==> config.mk <==
export PLATFORM = sky130hd
export DESIGN_NAME = wav_pcm16_stream_decoder_core
export DESIGN_NICKNAME = d
export VERILOG_FILES = /design/src/rtl/wpd_pkg.sv /design/src/rtl/wav_pcm16_stream_decoder_core.sv /design/src/rtl/wpd_parser.sv /design/src/rtl/wpd_out_buf.sv
export SDC_FILE = /design/constraint.sdc
export NUM_CORES = 1
export LEC_CHECK = 0
export BUFFER_PORTS_ARGS = -buffer_cell sky130_fd_sc_hd__buf_4
export CAP_MARGIN = 5
export CORE_MARGIN = 10
export CORE_UTILIZATION = 60
export CTS_CLUSTER_SIZE = 28
export DETAILED_ROUTE_END_ITERATION = 6
export PLACE_DENSITY = 0.83
export SYNTH_ARGS = -nofsm -noshare
export SYNTH_HDL_FRONTEND = slang
export SYNTH_SLANG_ARGS = --single-unit
==> constraint.sdc <==
create_clock -name clk -period 20 [get_ports clk]
set_input_delay 3 -clock clk [delete_from_list [all_inputs] [get_ports clk]]
set_output_delay 3 -clock clk [all_outputs]
set_load 0.03 [all_outputs]
==> src/rtl/wpd_pkg.sv <==
`timescale 1ns / 1ps
// ----------------------------------------------------------------------------
// wpd_pkg
// Shared constants and types for the WAV PCM16 stream decoder.
// ----------------------------------------------------------------------------
package wpd_pkg;

    // RIFF chunk tags, as little-endian 32-bit words
    localparam logic [31:0] TAG_RIFF = 32'h4646_4952;
    localparam logic [31:0] TAG_WAVE = 32'h4556_4157;
    localparam logic [31:0] TAG_FMT  = 32'h2074_6D66;
    localparam logic [31:0] TAG_DATA = 32'h6174_6164;

    // Bytes of the fmt chunk that hold the fields we read
    localparam logic [31:0] FMT_FIELD_BYTES = 32'd16;
    localparam logic [15:0] PCM_FORMAT_TAG  = 16'd1;
    localparam logic [15:0] PCM_BITS        = 16'd16;

    // Result event codes
    localparam logic [1:0] EV_FRAME  = 2'd0;
    localparam logic [1:0] EV_HEADER = 2'd1;
    localparam logic [1:0] EV_ERROR  = 2'd2;

    // Error codes
    localparam logic [2:0] ERR_NONE       = 3'd0;
    localparam logic [2:0] ERR_NOT_RIFF   = 3'd1;
    localparam logic [2:0] ERR_NOT_WAVE   = 3'd2;
    localparam logic [2:0] ERR_NO_FMT     = 3'd3;
    localparam logic [2:0] ERR_COMPRESSED = 3'd4;
    localparam logic [2:0] ERR_NOT_16BIT  = 3'd5;
    localparam logic [2:0] ERR_CHANNELS   = 3'd6;
    localparam logic [2:0] ERR_EOF        = 3'd7;

    // Channel count marker for an unsupported count
    localparam logic [1:0] CH_INVALID = 2'd3;
    localparam logic [1:0] CH_MONO    = 2'd1;
    localparam logic [1:0] CH_STEREO  = 2'd2;

    // One result item
    typedef struct packed {
        logic [1:0]         event_res;
        logic [2:0]         error_code;
        logic [31:0]        sample_rate;
        logic [1:0]         channel_count;
        logic [30:0]        frame_count;
        logic signed [15:0] left_sample;
        logic signed [15:0] right_sample;
        logic               last_frame;
    } wpd_res_t;

endpackage

==> src/rtl/wav_pcm16_stream_decoder_core.sv <==
`timescale 1ns / 1ps
// Path: a byte accepted into the input register is parsed combinationally and
// its result (if any) is written into the result buffer, whose head drives the output.
// Throughput: one byte per cycle while the consumer keeps up; the whole parse
// step for a byte sits in one stage between the input register and the
// two-entry result buffer, which stalls the input only when both entries wait.
// Reset: rst_n is asynchronous, active low; the parser returns to expecting
// the RIFF tag, and the input register and the result buffer come up empty.
// ----------------------------------------------------------------------------
// wav_pcm16_stream_decoder_core
// WAV PCM16 byte-stream decoder: header checks, chunk skipping and
// left/right Q1.15 frame output.
// ----------------------------------------------------------------------------
module wav_pcm16_stream_decoder_core
    import wpd_pkg::*;
(
    input  logic               clk,
    input  logic               rst_n,
    input  logic               in_valid,
    output logic               in_ready,
    input  logic [7:0]         data_byte,
    input  logic               end_of_file,
    output logic               out_valid,
    input  logic               out_ready,
    output logic [1:0]         event_res,
    output logic [2:0]         error_code,
    output logic [31:0]        sample_rate,
    output logic [1:0]         channel_count,
    output logic [30:0]        frame_count,
    output logic signed [15:0] left_sample,
    output logic signed [15:0] right_sample,
    output logic               last_frame
);

    logic       in_valid_reg;
    logic [7:0] byte_reg;
    logic       eof_reg;
    logic       space;
    logic       fire;
    logic       res_valid;
    wpd_res_t   res;
    wpd_res_t   head;

    // Input register advances when the result buffer has room
    assign fire     = in_valid_reg && space;
    assign in_ready = !in_valid_reg || space;

    always_ff @(posedge clk or negedge rst_n)
    begin
        if (!rst_n)
        begin
            in_valid_reg <= 1'b0;
        end
        else if (in_ready)
        begin
            in_valid_reg <= in_valid;
        end
    end

    always_ff @(posedge clk)
    begin
        if (in_ready && in_valid)
        begin
            byte_reg <= data_byte;
            eof_reg  <= end_of_file;
        end
    end

    wpd_parser u_parser (
        .clk         (clk),
        .rst_n       (rst_n),
        .item_valid  (fire),
        .data_byte   (byte_reg),
        .end_of_file (eof_reg),
        .res_valid   (res_valid),
        .res         (res)
    );

    wpd_out_buf u_out_buf (
        .clk       (clk),
        .rst_n     (rst_n),
        .push      (res_valid),
        .push_data (res),
        .space     (space),
        .out_valid (out_valid),
        .out_ready (out_ready),
        .head      (head)
    );

    // Result fields to ports
    assign event_res     = head.event_res;
    assign error_code    = head.error_code;
    assign sample_rate   = head.sample_rate;
    assign channel_count = head.channel_count;
    assign frame_count   = head.frame_count;
    assign left_sample   = head.left_sample;
    assign right_sample  = head.right_sample;
    assign last_frame    = head.last_frame;

endmodule

==> src/rtl/wpd_parser.sv <==
`timescale 1ns / 1ps
// ----------------------------------------------------------------------------
// wpd_parser
// Byte-wise RIFF/WAVE header parser and PCM16 frame assembler. Holds all
// parse state; produces at most one result per byte, combinationally.
// ----------------------------------------------------------------------------
module wpd_parser
    import wpd_pkg::*;
(
    input  logic       clk,
    input  logic       rst_n,
    input  logic       item_valid,
    input  logic [7:0] data_byte,
    input  logic       end_of_file,
    output logic       res_valid,
    output wpd_res_t   res
);

    typedef enum logic [3:0] {
        PH_RIFF,
        PH_RSIZE,
        PH_WAVE,
        PH_FMTID,
        PH_FMTSIZE,
        PH_FMTBODY,
        PH_SKIP,
        PH_CKID,
        PH_DSIZE,
        PH_OSIZE,
        PH_DATA,
        PH_END,
        PH_ERR
    } phase_t;

    phase_t      phase_reg,    phase_next;
    logic [3:0]  idx_reg,      idx_next;
    logic [31:0] word_reg,     word_next;
    logic [31:0] skip_reg,     skip_next;
    logic [31:0] fmt_left_reg, fmt_left_next;
    logic [1:0]  chan_reg,     chan_next;
    logic [31:0] rate_reg,     rate_next;
    logic [30:0] frames_reg,   frames_next;
    logic [15:0] left_reg,     left_next;

    logic [31:0] word_shift;
    logic [15:0] half;
    logic [3:0]  idx_inc;
    logic        word_done;
    logic        stereo;
    logic [30:0] frames_dec;
    logic [31:0] skip_dec;
    logic [31:0] fmt_rest;
    logic [30:0] frame_total;

    // Shared datapath pieces
    assign word_shift  = {data_byte, word_reg[31:8]};
    assign half        = word_shift[31:16];
    assign idx_inc     = idx_reg + 4'd1;
    assign word_done   = (idx_reg == 4'd3);
    assign stereo      = (chan_reg == CH_STEREO);
    assign frames_dec  = frames_reg - 31'd1;
    assign skip_dec    = skip_reg - 32'd1;
    assign fmt_rest    = (fmt_left_reg > FMT_FIELD_BYTES) ?
                         (fmt_left_reg - FMT_FIELD_BYTES) : 32'd0;
    assign frame_total = stereo ? {1'b0, word_shift[31:3], 1'b0} : word_shift[31:1];

    // Next state and result
    always_comb
    begin
        phase_next    = phase_reg;
        idx_next      = idx_reg;
        word_next     = word_reg;
        skip_next     = skip_reg;
        fmt_left_next = fmt_left_reg;
        chan_next     = chan_reg;
        rate_next     = rate_reg;
        frames_next   = frames_reg;
        left_next     = left_reg;
        res_valid     = 1'b0;
        res           = '0;

        if (item_valid && (phase_reg != PH_END) && (phase_reg != PH_ERR))
        begin
            if (end_of_file)
            begin
                if (phase_reg == PH_DATA)
                begin
                    phase_next = PH_END;
                end
                else
                begin
                    phase_next     = PH_ERR;
                    res_valid      = 1'b1;
                    res.event_res  = EV_ERROR;
                    res.error_code = ERR_EOF;
                end
            end
            else
            begin
                word_next = word_shift;
                unique case (phase_reg)
                    PH_RIFF, PH_RSIZE, PH_WAVE, PH_FMTID, PH_FMTSIZE,
                    PH_CKID, PH_OSIZE, PH_DSIZE:
                    begin
                        idx_next = word_done ? 4'd0 : idx_inc;
                        if (word_done)
                        begin
                            unique case (phase_reg)
                                PH_RIFF:
                                begin
                                    if (word_shift != TAG_RIFF)
                                    begin
                                        phase_next     = PH_ERR;
                                        res_valid      = 1'b1;
                                        res.event_res  = EV_ERROR;
                                        res.error_code = ERR_NOT_RIFF;
                                    end
                                    else
                                    begin
                                        phase_next = PH_RSIZE;
                                    end
                                end
                                PH_RSIZE:
                                begin
                                    phase_next = PH_WAVE;
                                end
                                PH_WAVE:
                                begin
                                    if (word_shift != TAG_WAVE)
                                    begin
                                        phase_next     = PH_ERR;
                                        res_valid      = 1'b1;
                                        res.event_res  = EV_ERROR;
                                        res.error_code = ERR_NOT_WAVE;
                                    end
                                    else
                                    begin
                                        phase_next = PH_FMTID;
                                    end
                                end
                                PH_FMTID:
                                begin
                                    if (word_shift != TAG_FMT)
                                    begin
                                        phase_next     = PH_ERR;
                                        res_valid      = 1'b1;
                                        res.event_res  = EV_ERROR;
                                        res.error_code = ERR_NO_FMT;
                                    end
                                    else
                                    begin
                                        phase_next = PH_FMTSIZE;
                                    end
                                end
                                PH_FMTSIZE:
                                begin
                                    fmt_left_next = word_shift;
                                    phase_next    = PH_FMTBODY;
                                end
                                PH_CKID:
                                begin
                                    phase_next = (word_shift == TAG_DATA) ? PH_DSIZE : PH_OSIZE;
                                end
                                PH_OSIZE:
                                begin
                                    skip_next  = word_shift;
                                    phase_next = (word_shift != 32'd0) ? PH_SKIP : PH_CKID;
                                end
                                PH_DSIZE:
                                begin
                                    frames_next       = frame_total;
                                    phase_next        = (frame_total != 31'd0) ? PH_DATA : PH_END;
                                    res_valid         = 1'b1;
                                    res.event_res     = EV_HEADER;
                                    res.sample_rate   = rate_reg;
                                    res.channel_count = chan_reg;
                                    res.frame_count   = frame_total;
                                end
                                default:
                                begin
                                    phase_next = phase_reg;
                                end
                            endcase
                        end
                    end

                    // Fixed 16-byte field area of the fmt chunk
                    PH_FMTBODY:
                    begin
                        idx_next = idx_inc;
                        if ((idx_reg == 4'd1) && (half != PCM_FORMAT_TAG))
                        begin
                            phase_next     = PH_ERR;
                            res_valid      = 1'b1;
                            res.event_res  = EV_ERROR;
                            res.error_code = ERR_COMPRESSED;
                        end
                        if (idx_reg == 4'd3)
                        begin
                            chan_next = ((half == 16'd1) || (half == 16'd2)) ?
                                        half[1:0] : CH_INVALID;
                        end
                        if (idx_reg == 4'd7)
                        begin
                            rate_next = word_shift;
                        end
                        if (idx_reg == 4'd15)
                        begin
                            idx_next = 4'd0;
                            if (half != PCM_BITS)
                            begin
                                phase_next     = PH_ERR;
                                res_valid      = 1'b1;
                                res.event_res  = EV_ERROR;
                                res.error_code = ERR_NOT_16BIT;
                            end
                            else if ((chan_reg != CH_MONO) && (chan_reg != CH_STEREO))
                            begin
                                phase_next     = PH_ERR;
                                res_valid      = 1'b1;
                                res.event_res  = EV_ERROR;
                                res.error_code = ERR_CHANNELS;
                            end
                            else
                            begin
                                skip_next  = fmt_rest;
                                phase_next = (fmt_rest != 32'd0) ? PH_SKIP : PH_CKID;
                            end
                        end
                    end

                    // Skip body of an unwanted chunk or the fmt tail
                    PH_SKIP:
                    begin
                        skip_next = skip_dec;
                        if (skip_dec == 32'd0)
                        begin
                            phase_next = PH_CKID;
                        end
                    end

                    // Sample bytes: two per mono frame, four per stereo frame
                    PH_DATA:
                    begin
                        idx_next = idx_inc;
                        if (stereo && (idx_inc == 4'd2))
                        begin
                            left_next = half;
                        end
                        else if (idx_inc >= (stereo ? 4'd4 : 4'd2))
                        begin
                            idx_next         = 4'd0;
                            frames_next      = frames_dec;
                            res_valid        = 1'b1;
                            res.event_res    = EV_FRAME;
                            res.left_sample  = stereo ? left_reg : half;
                            res.right_sample = half;
                            res.last_frame   = (frames_dec == 31'd0);
                            if (frames_dec == 31'd0)
                            begin
                                phase_next = PH_END;
                            end
                        end
                    end

                    default:
                    begin
                        phase_next = phase_reg;
                    end
                endcase
            end
        end
    end

    // Parse state
    always_ff @(posedge clk or negedge rst_n)
    begin
        if (!rst_n)
        begin
            phase_reg    <= PH_RIFF;
            idx_reg      <= '0;
            word_reg     <= '0;
            skip_reg     <= '0;
            fmt_left_reg <= '0;
            chan_reg     <= '0;
            rate_reg     <= '0;
            frames_reg   <= '0;
            left_reg     <= '0;
        end
        else
        begin
            phase_reg    <= phase_next;
            idx_reg      <= idx_next;
            word_reg     <= word_next;
            skip_reg     <= skip_next;
            fmt_left_reg <= fmt_left_next;
            chan_reg     <= chan_next;
            rate_reg     <= rate_next;
            frames_reg   <= frames_next;
            left_reg     <= left_next;
        end
    end

    // Errors latch until reset
    a_err_sticky: assert property (@(posedge clk) disable iff (!rst_n)
        (phase_reg == PH_ERR) |=> (phase_reg == PH_ERR))
        else $error("parser left the error state");

    // An error result always moves the parser into the error state
    a_err_enters: assert property (@(posedge clk) disable iff (!rst_n)
        (res_valid && (res.event_res == EV_ERROR)) |=> (phase_reg == PH_ERR))
        else $error("error result without entering error state");

    // Frames are only produced while a supported channel count is held
    a_frame_chan: assert property (@(posedge clk) disable iff (!rst_n)
        (res_valid && (res.event_res == EV_FRAME)) |->
        ((chan_reg == CH_MONO) || (chan_reg == CH_STEREO)))
        else $error("frame emitted with invalid channel count");

endmodule

==> src/rtl/wpd_out_buf.sv <==
`timescale 1ns / 1ps
// ----------------------------------------------------------------------------
// wpd_out_buf
// Two-entry result buffer. The head entry drives the output port; the second
// entry absorbs one result while the consumer stalls.
// ----------------------------------------------------------------------------
module wpd_out_buf
    import wpd_pkg::*;
(
    input  logic     clk,
    input  logic     rst_n,
    input  logic     push,
    input  wpd_res_t push_data,
    output logic     space,
    output logic     out_valid,
    input  logic     out_ready,
    output wpd_res_t head
);

    logic [1:0] count_reg, count_next;
    wpd_res_t   head_reg,  head_next;
    wpd_res_t   tail_reg,  tail_next;
    logic       pop;

    assign out_valid = (count_reg != 2'd0);
    assign space     = (count_reg != 2'd2);
    assign pop       = out_valid && out_ready;
    assign head      = head_reg;

    // Buffer occupancy and entry moves
    always_comb
    begin
        count_next = count_reg;
        head_next  = head_reg;
        tail_next  = tail_reg;
        case (count_reg)
            2'd0:
            begin
                if (push)
                begin
                    head_next  = push_data;
                    count_next = 2'd1;
                end
            end
            2'd1:
            begin
                if (push && pop)
                begin
                    head_next = push_data;
                end
                else if (push)
                begin
                    tail_next  = push_data;
                    count_next = 2'd2;
                end
                else if (pop)
                begin
                    count_next = 2'd0;
                end
            end
            default:
            begin
                if (pop)
                begin
                    head_next  = tail_reg;
                    count_next = 2'd1;
                end
            end
        endcase
    end

    always_ff @(posedge clk or negedge rst_n)
    begin
        if (!rst_n)
        begin
            count_reg <= '0;
        end
        else
        begin
            count_reg <= count_next;
        end
    end

    // Entries carry no reset
    always_ff @(posedge clk)
    begin
        head_reg <= head_next;
        tail_reg <= tail_next;
    end

    a_no_overflow: assert property (@(posedge clk) disable iff (!rst_n)
        (count_reg == 2'd2) |-> !push)
        else $error("result pushed into a full buffer");

    a_count_range: assert property (@(posedge clk) disable iff (!rst_n)
        (count_reg != 2'd3))
        else $error("buffer count out of range");

    // A waiting item stays put until taken
    a_out_hold: assert property (@(posedge clk) disable iff (!rst_n)
        (out_valid && !out_ready) |=> (out_valid && $stable(head_reg)))
        else $error("output item changed while stalled");

endmodule

Word level (Yosys, flattened, before mapping):

Cells that the tools add are included.

* bits in registers: 403
* output and inout bits: 105

* add/subtract/negate cells: 4
* $lt $le $gt $ge: 2
* equal/unequal tests: 49
* muxes and demuxes: 87
* bitwise operators: 2
* reduce and logical (&&, ||, !) cells: 38

Operators by type and width (count)
* 103-bit 2-to-1 mux: 4
* 103-bit one-hot mux with 2 select lines: 1
* 32-bit 2-to-1 mux: 6
* 31-bit 2-to-1 mux: 5
* 65-bit 2-to-1 mux: 2
* 33-bit 2-to-1 mux: 3
* 98-bit 2-to-1 mux: 1
* 32-bit one-hot mux with 3 select lines: 1
* 70-bit 2-to-1 mux: 1
* 4-bit 2-to-1 mux: 17
* 32-bit by 31-bit != test with 1-bit output, second input constant: 2
* 32-bit nonzero test: 2
* 31-bit one-hot mux with 2 select lines: 1
* 5-bit 2-to-1 mux: 9
* 32-bit by 31-bit == test with 1-bit output, second input constant: 1
* 32-bit by 5-bit greater-than comparator with 1-bit output, second input constant: 1
* 32-bit logical NOT: 1
* 32-bit by 30-bit != test with 1-bit output, second input constant: 1
* 4-bit one-hot mux with 8 select lines: 1
* 32-bit by 1-bit subtractor with 32-bit output, second input constant: 1
* 32-bit by 5-bit subtractor with 32-bit output, second input constant: 1
* 31-bit logical NOT: 1
* 31-bit nonzero test: 1
* 31-bit by 1-bit subtractor with 31-bit output, second input constant: 1
* 49 further kinds: 117

Logic depth before layout (Yosys ltp):

* word-level depth: 12
* gate-level depth with buffers: 15

Cells and area by module:

From an unflattened synthesis, not the netlist that was laid out.

* cells, all modules: 1780
* area, all modules: 19807.7 um^2

By module, submodules not included
* wpd_parser: instances 1, cells an instance 1431, area an instance 11877.6 um^2
* wpd_out_buf: instances 1, cells an instance 335, area an instance 7599.8 um^2
* wav_pcm16_stream_decoder_core: instances 1, cells an instance 14, area an instance 330.3 um^2

Worst setup path before layout:

OpenSTA, ideal clock, no wires.

* path kind: input-to-reg
* start point: in out_ready
* end point: reg u_out_buf.tail_reg[0] (netlist bit), enable pin
* setup time: 0.692 ns
* arrival time: 10.113 ns
* path slack: 9.196 ns
* stages: 3
* cell sequence: inv_1 > nand2_1 > nor3_1

* cells in the longest elaborated chain, start to end: 4

RTL lines
* start, declared: line wav_pcm16_stream_decoder_core.sv:24 `input logic out_ready,`
* 1-bit logical AND: line wpd_out_buf.sv:27 `assign pop = out_valid && out_ready;`
* 1-bit logical AND: line wpd_out_buf.sv:47 `if (push && pop)`
* 1-bit inverter (no source line)
* 3-bit AND reduction (no source line)
* end signal, assigned: line wpd_out_buf.sv:88 `tail_reg <= tail_next;`
* end, declared: line wpd_out_buf.sv:22 `wpd_res_t tail_reg, tail_next;`

No other way between the ends.
A chain may end at the register's enable or synchronous reset.

Final worst setup path:

* start point: reg u_parser.phase_reg[0]
* end point: reg u_out_buf.tail_reg[66] (netlist bit), enable pin

* cells in the longest elaborated chain, start to end: 9
* elaborated cells between the ends (all ways): 24
* those cells by class: 11 x eq/ne; 6 x mux; 1 x bitwise; 6 x reduce/logical

RTL lines
* start, declared: line wpd_parser.sv:35 `phase_t phase_reg, phase_next;`
* start signal, assigned: line wpd_parser.sv:292 `phase_reg <= phase_next;`
* 4-bit == test (tied with other cells): line wpd_parser.sv:101, wpd_parser.sv:108
* 1-bit one-hot mux with 4 select lines: line wpd_parser.sv:108 `unique case (phase_reg)`
* 1-bit 2-to-1 mux: line wpd_parser.sv:106 `if (word_done)`
* 1-bit one-hot mux with 3 select lines: line wpd_parser.sv:101 `unique case (phase_reg)`
* 1-bit 2-to-1 mux: line wpd_parser.sv:84 `if (end_of_file)`
* 1-bit 2-to-1 mux (*): line wpd_parser.sv:82 `if (item_valid && (phase_reg != PH_END) && (phase_reg != PH_ERR))`
* 1-bit logical AND: line wpd_out_buf.sv:47
* 1-bit inverter (no source line)
* 3-bit AND reduction (no source line) (*)

Mark *: on every way between the ends. The rest lies on a longest branch, timed or not.

==> impl_results.md <==
* Status: finished, final reports clean
* Io pins at between 100 and 150
* Critical path arrival at 6600 ps
* First-pass GRT wire length at 88.2 mm
* Pwr/cell area at 149 nW/µm²
* Die ar. at 41400 µm²
* Area growth from synthesis to layout at 11.9%
* GPL Wtd Cong at 0.976
* Fin Hold WS at approximately 500 ps
* Vias in the first global route at between 10000 and 15000
* Dpl hpwl at ~38 mm
* Setup Buffers After CTS at 0
* Clock slew at reported path FFs at 60 ps
* GRT Total Usage at between 20% and 30%
* CTS resizes at 0
* Internal power at 0.00194 W
* Fin cells at 2398
* Cell Area, Synth at 20200 µm²
* Via count at 15700
* RSZ-0062 raised after global routing: no
* Iter 0 DRT Violations at 2041
* Via/cell ratio at approximately 6.5
* Fin crit period at 6430 ps
* Most frequent cells in the layout: 238 x nand2_1, 215 x edfxtp_1, 179 x dfrtp_1
* CTS tree: done
* Chip Width at 204 µm
* Ys async rst share at 45.6%
* Worst-Margin Slew at 1190 ps
* Hold violation total from the final report at 0
* Synthesis-stage register bit count at 395
* Mapped Cells at ~1900
* Initial antenna violation count at 1
* Max Cap Violations at 0
* Total clock sinks at between 300 and 400
* Main synth FF type: edfxtp_1
* Setup slack at placement at roughly 14000 ps
* Clock Skews at 21.4 ps
* Clock power frac at 22.1%
* Switching Power at approximately 0.0014 W
* Worst hold path class: reg2reg
* Pre-Repair DR Iteration Count at 5
* Wirelength per Cell at 23.8 µm
* Post-synth cell types at 87
* Switching share of power at a little over two fifths
* Sequential area share after synthesis at 54.2%
* Setup_tns at 0 ps
* Worst-Skew Late Latency at 550 ps
* Mean Syn Cell Area at 10.8 µm²
* Syn. warnings at 0
* Worst-case clock buffer depth at 3
* PortBufs at between 100 and 150
* Storage cell area at approximately 11000 µm²
* Slew HR at about a fifth
* Leak at 9.41 nW
* Fill cells at 2414
* CP Launch Type: flop
* Num CTS Buffers at 40
* # rows at 67
* Commonest non-fill, non-tap cell in the layout: nand2_1
* Largest net degree at the start of global routing at between 90 and 100
* Hold Buf Count CTS at 0
* Flop pwr share at 36.8%
* Design area at 22600 µm²
* H-tree depth at 2
* Drt drc at 0
* Comb pwr share at 41.1%
* Placed cells at 2323
* Placed instance area at about 21000 µm²
* Nets at 1941
* Fmax at ~160 MHz
* Root Buffer: clkbuf_16
* Final setup viols at 0
* Total gr overflow at 0
* Core Area at 33400 µm²
* Total routed wirelength at 57.0 mm
* Syn Nets at 1901
* Final worst path period share at about a third
* Crit-path max FO at 59
* Crit end category: flop
* Die H at 204 µm
* Area of the multi-input gates at 8590 µm²
* Share of cells above drive strength 1 at 21.2%
* Max-slew violations at 0
* Starting Density at 60.6%
* Peak supply drop at 0.000144 V
* Final ANT Viol Nets at 0
* CP Class: reg2reg
* Worst setup margin at approximately 14000 ps
* Post-synth EDFFs at around 220
* CP Data Required Time at 20170 ps
[path summary, 6_finish.rpt]
| check | from | end | slack, ps | cells after the start |
|---|---|---|---|---|
| max in group asynchronous | rst_n | u_parser.word_reg[20] | 15800 | 2 |
| min in group asynchronous | rst_n | u_parser.fmt_left_reg[20] | 2590 | 1 |
| worst min register to register | u_parser.rate_reg[5] | u_parser.rate_reg[5] | 500 | 1 |
| worst min-delay path | u_parser.rate_reg[5] | u_parser.rate_reg[5] | 500 | 1 |
| worst max-delay path | u_parser.phase_reg[0] | u_out_buf.tail_reg[66] | 13570 | 10 |
| worst max register to register | u_parser.phase_reg[0] | u_out_buf.tail_reg[66] | 13570 | 10 |
[critical path, stage by stage (launching register included)]
cell and delay, ps:
dfrtp_1 700, nand2b_1 220, o22ai_1 100, a21oi_1 490
nand2_1 790, a221oi_2 830, nand2_1 710, and3_1 480
nor3_2 390, buf_4 570, buf_4 680
[power groups by stage]
stage	Combinational, W	Sequential, W	Clock (W)
after floorplan	0.000944	0.00122	0
after global placement	0.00134	0.00123	0
after detailed placement	0.00136	0.00124	0
after CTS	0.00137	0.00123	0.000756
after global routing	0.00150	0.00125	0.000787
final	0.00139	0.00124	0.000747
[cells by family after synthesis]
family	count (synthesis)	share of synthesized area, %
buffers and inverters	170	3.39
muxes	179	9.86
adders and majority gates	11	0.681
AOI/OAI and AO/OA	361	11.6
and+or+nand+nor	714	18.2
DFF	395	54.2
xor gates and xnor gates	47	2.04
[per-stage QoR]
stage / power (W) / util, %
after detailed placement: 0.00260 / 63.8
after global placement: 0.00257 / 63.8
after global routing: 0.00353 / 67.8
after floorplan: 0.00217 / -
after CTS: 0.00335 / 67.8
final: 0.00337 / 67.8
[metal layers]
| metal | track usage (%) | wire length [µm] |
|---|---|---|
| met3 | 5.62 | 5710 |
| met4 | 9.83 | 1960 |
| met5 | 0 | 0 |
| met1 | 36.5 | 23000 |
| met2 | 42.5 | 26300 |
[synthesized netlist by cell type (all sizes together), types with 9 or more instances]
library cell	instances	share of area (%)
o31ai	34	1.3
a21oi	76	1.9
buf	19	0.58
nor4	39	1.6
or2	10	0.31
edfxtp	215	32
a221oi	13	0.59
nor3	51	1.6
nand4	25	0.77
or3	16	0.52
o22ai	18	0.56
nor2	151	2.8
inv	25	0.46
nand2	239	4.5
nand3	30	0.74
or4	9	0.37
and2	27	0.84
clkbuf	126	2.3
a31oi	13	0.43
nand2b	18	0.56
mux2i	22	1.1
and3	50	1.5
mux2	157	8.8
nor4b	10	0.50
a222oi	14	0.69
o21ai	111	2.7
ha	11	0.68
xor2	22	0.95
dfrtp	180	22
xnor2	25	1.1
[final cells by class]
class                           count  share of cell area, %
Clock buffer                       49                   4.80
Timing Repair Buffer              143                   4.76
Clock inverter                     25                   1.05
Antenna cell                        1                 0.0111
Tap cell                          448                   2.48
Inverter                           25                  0.415
Multi-Input combinational cell   1312                   38.0
Sequential cell                   395                   48.5
Note: power is estimated with default switching activity, not from simulation.
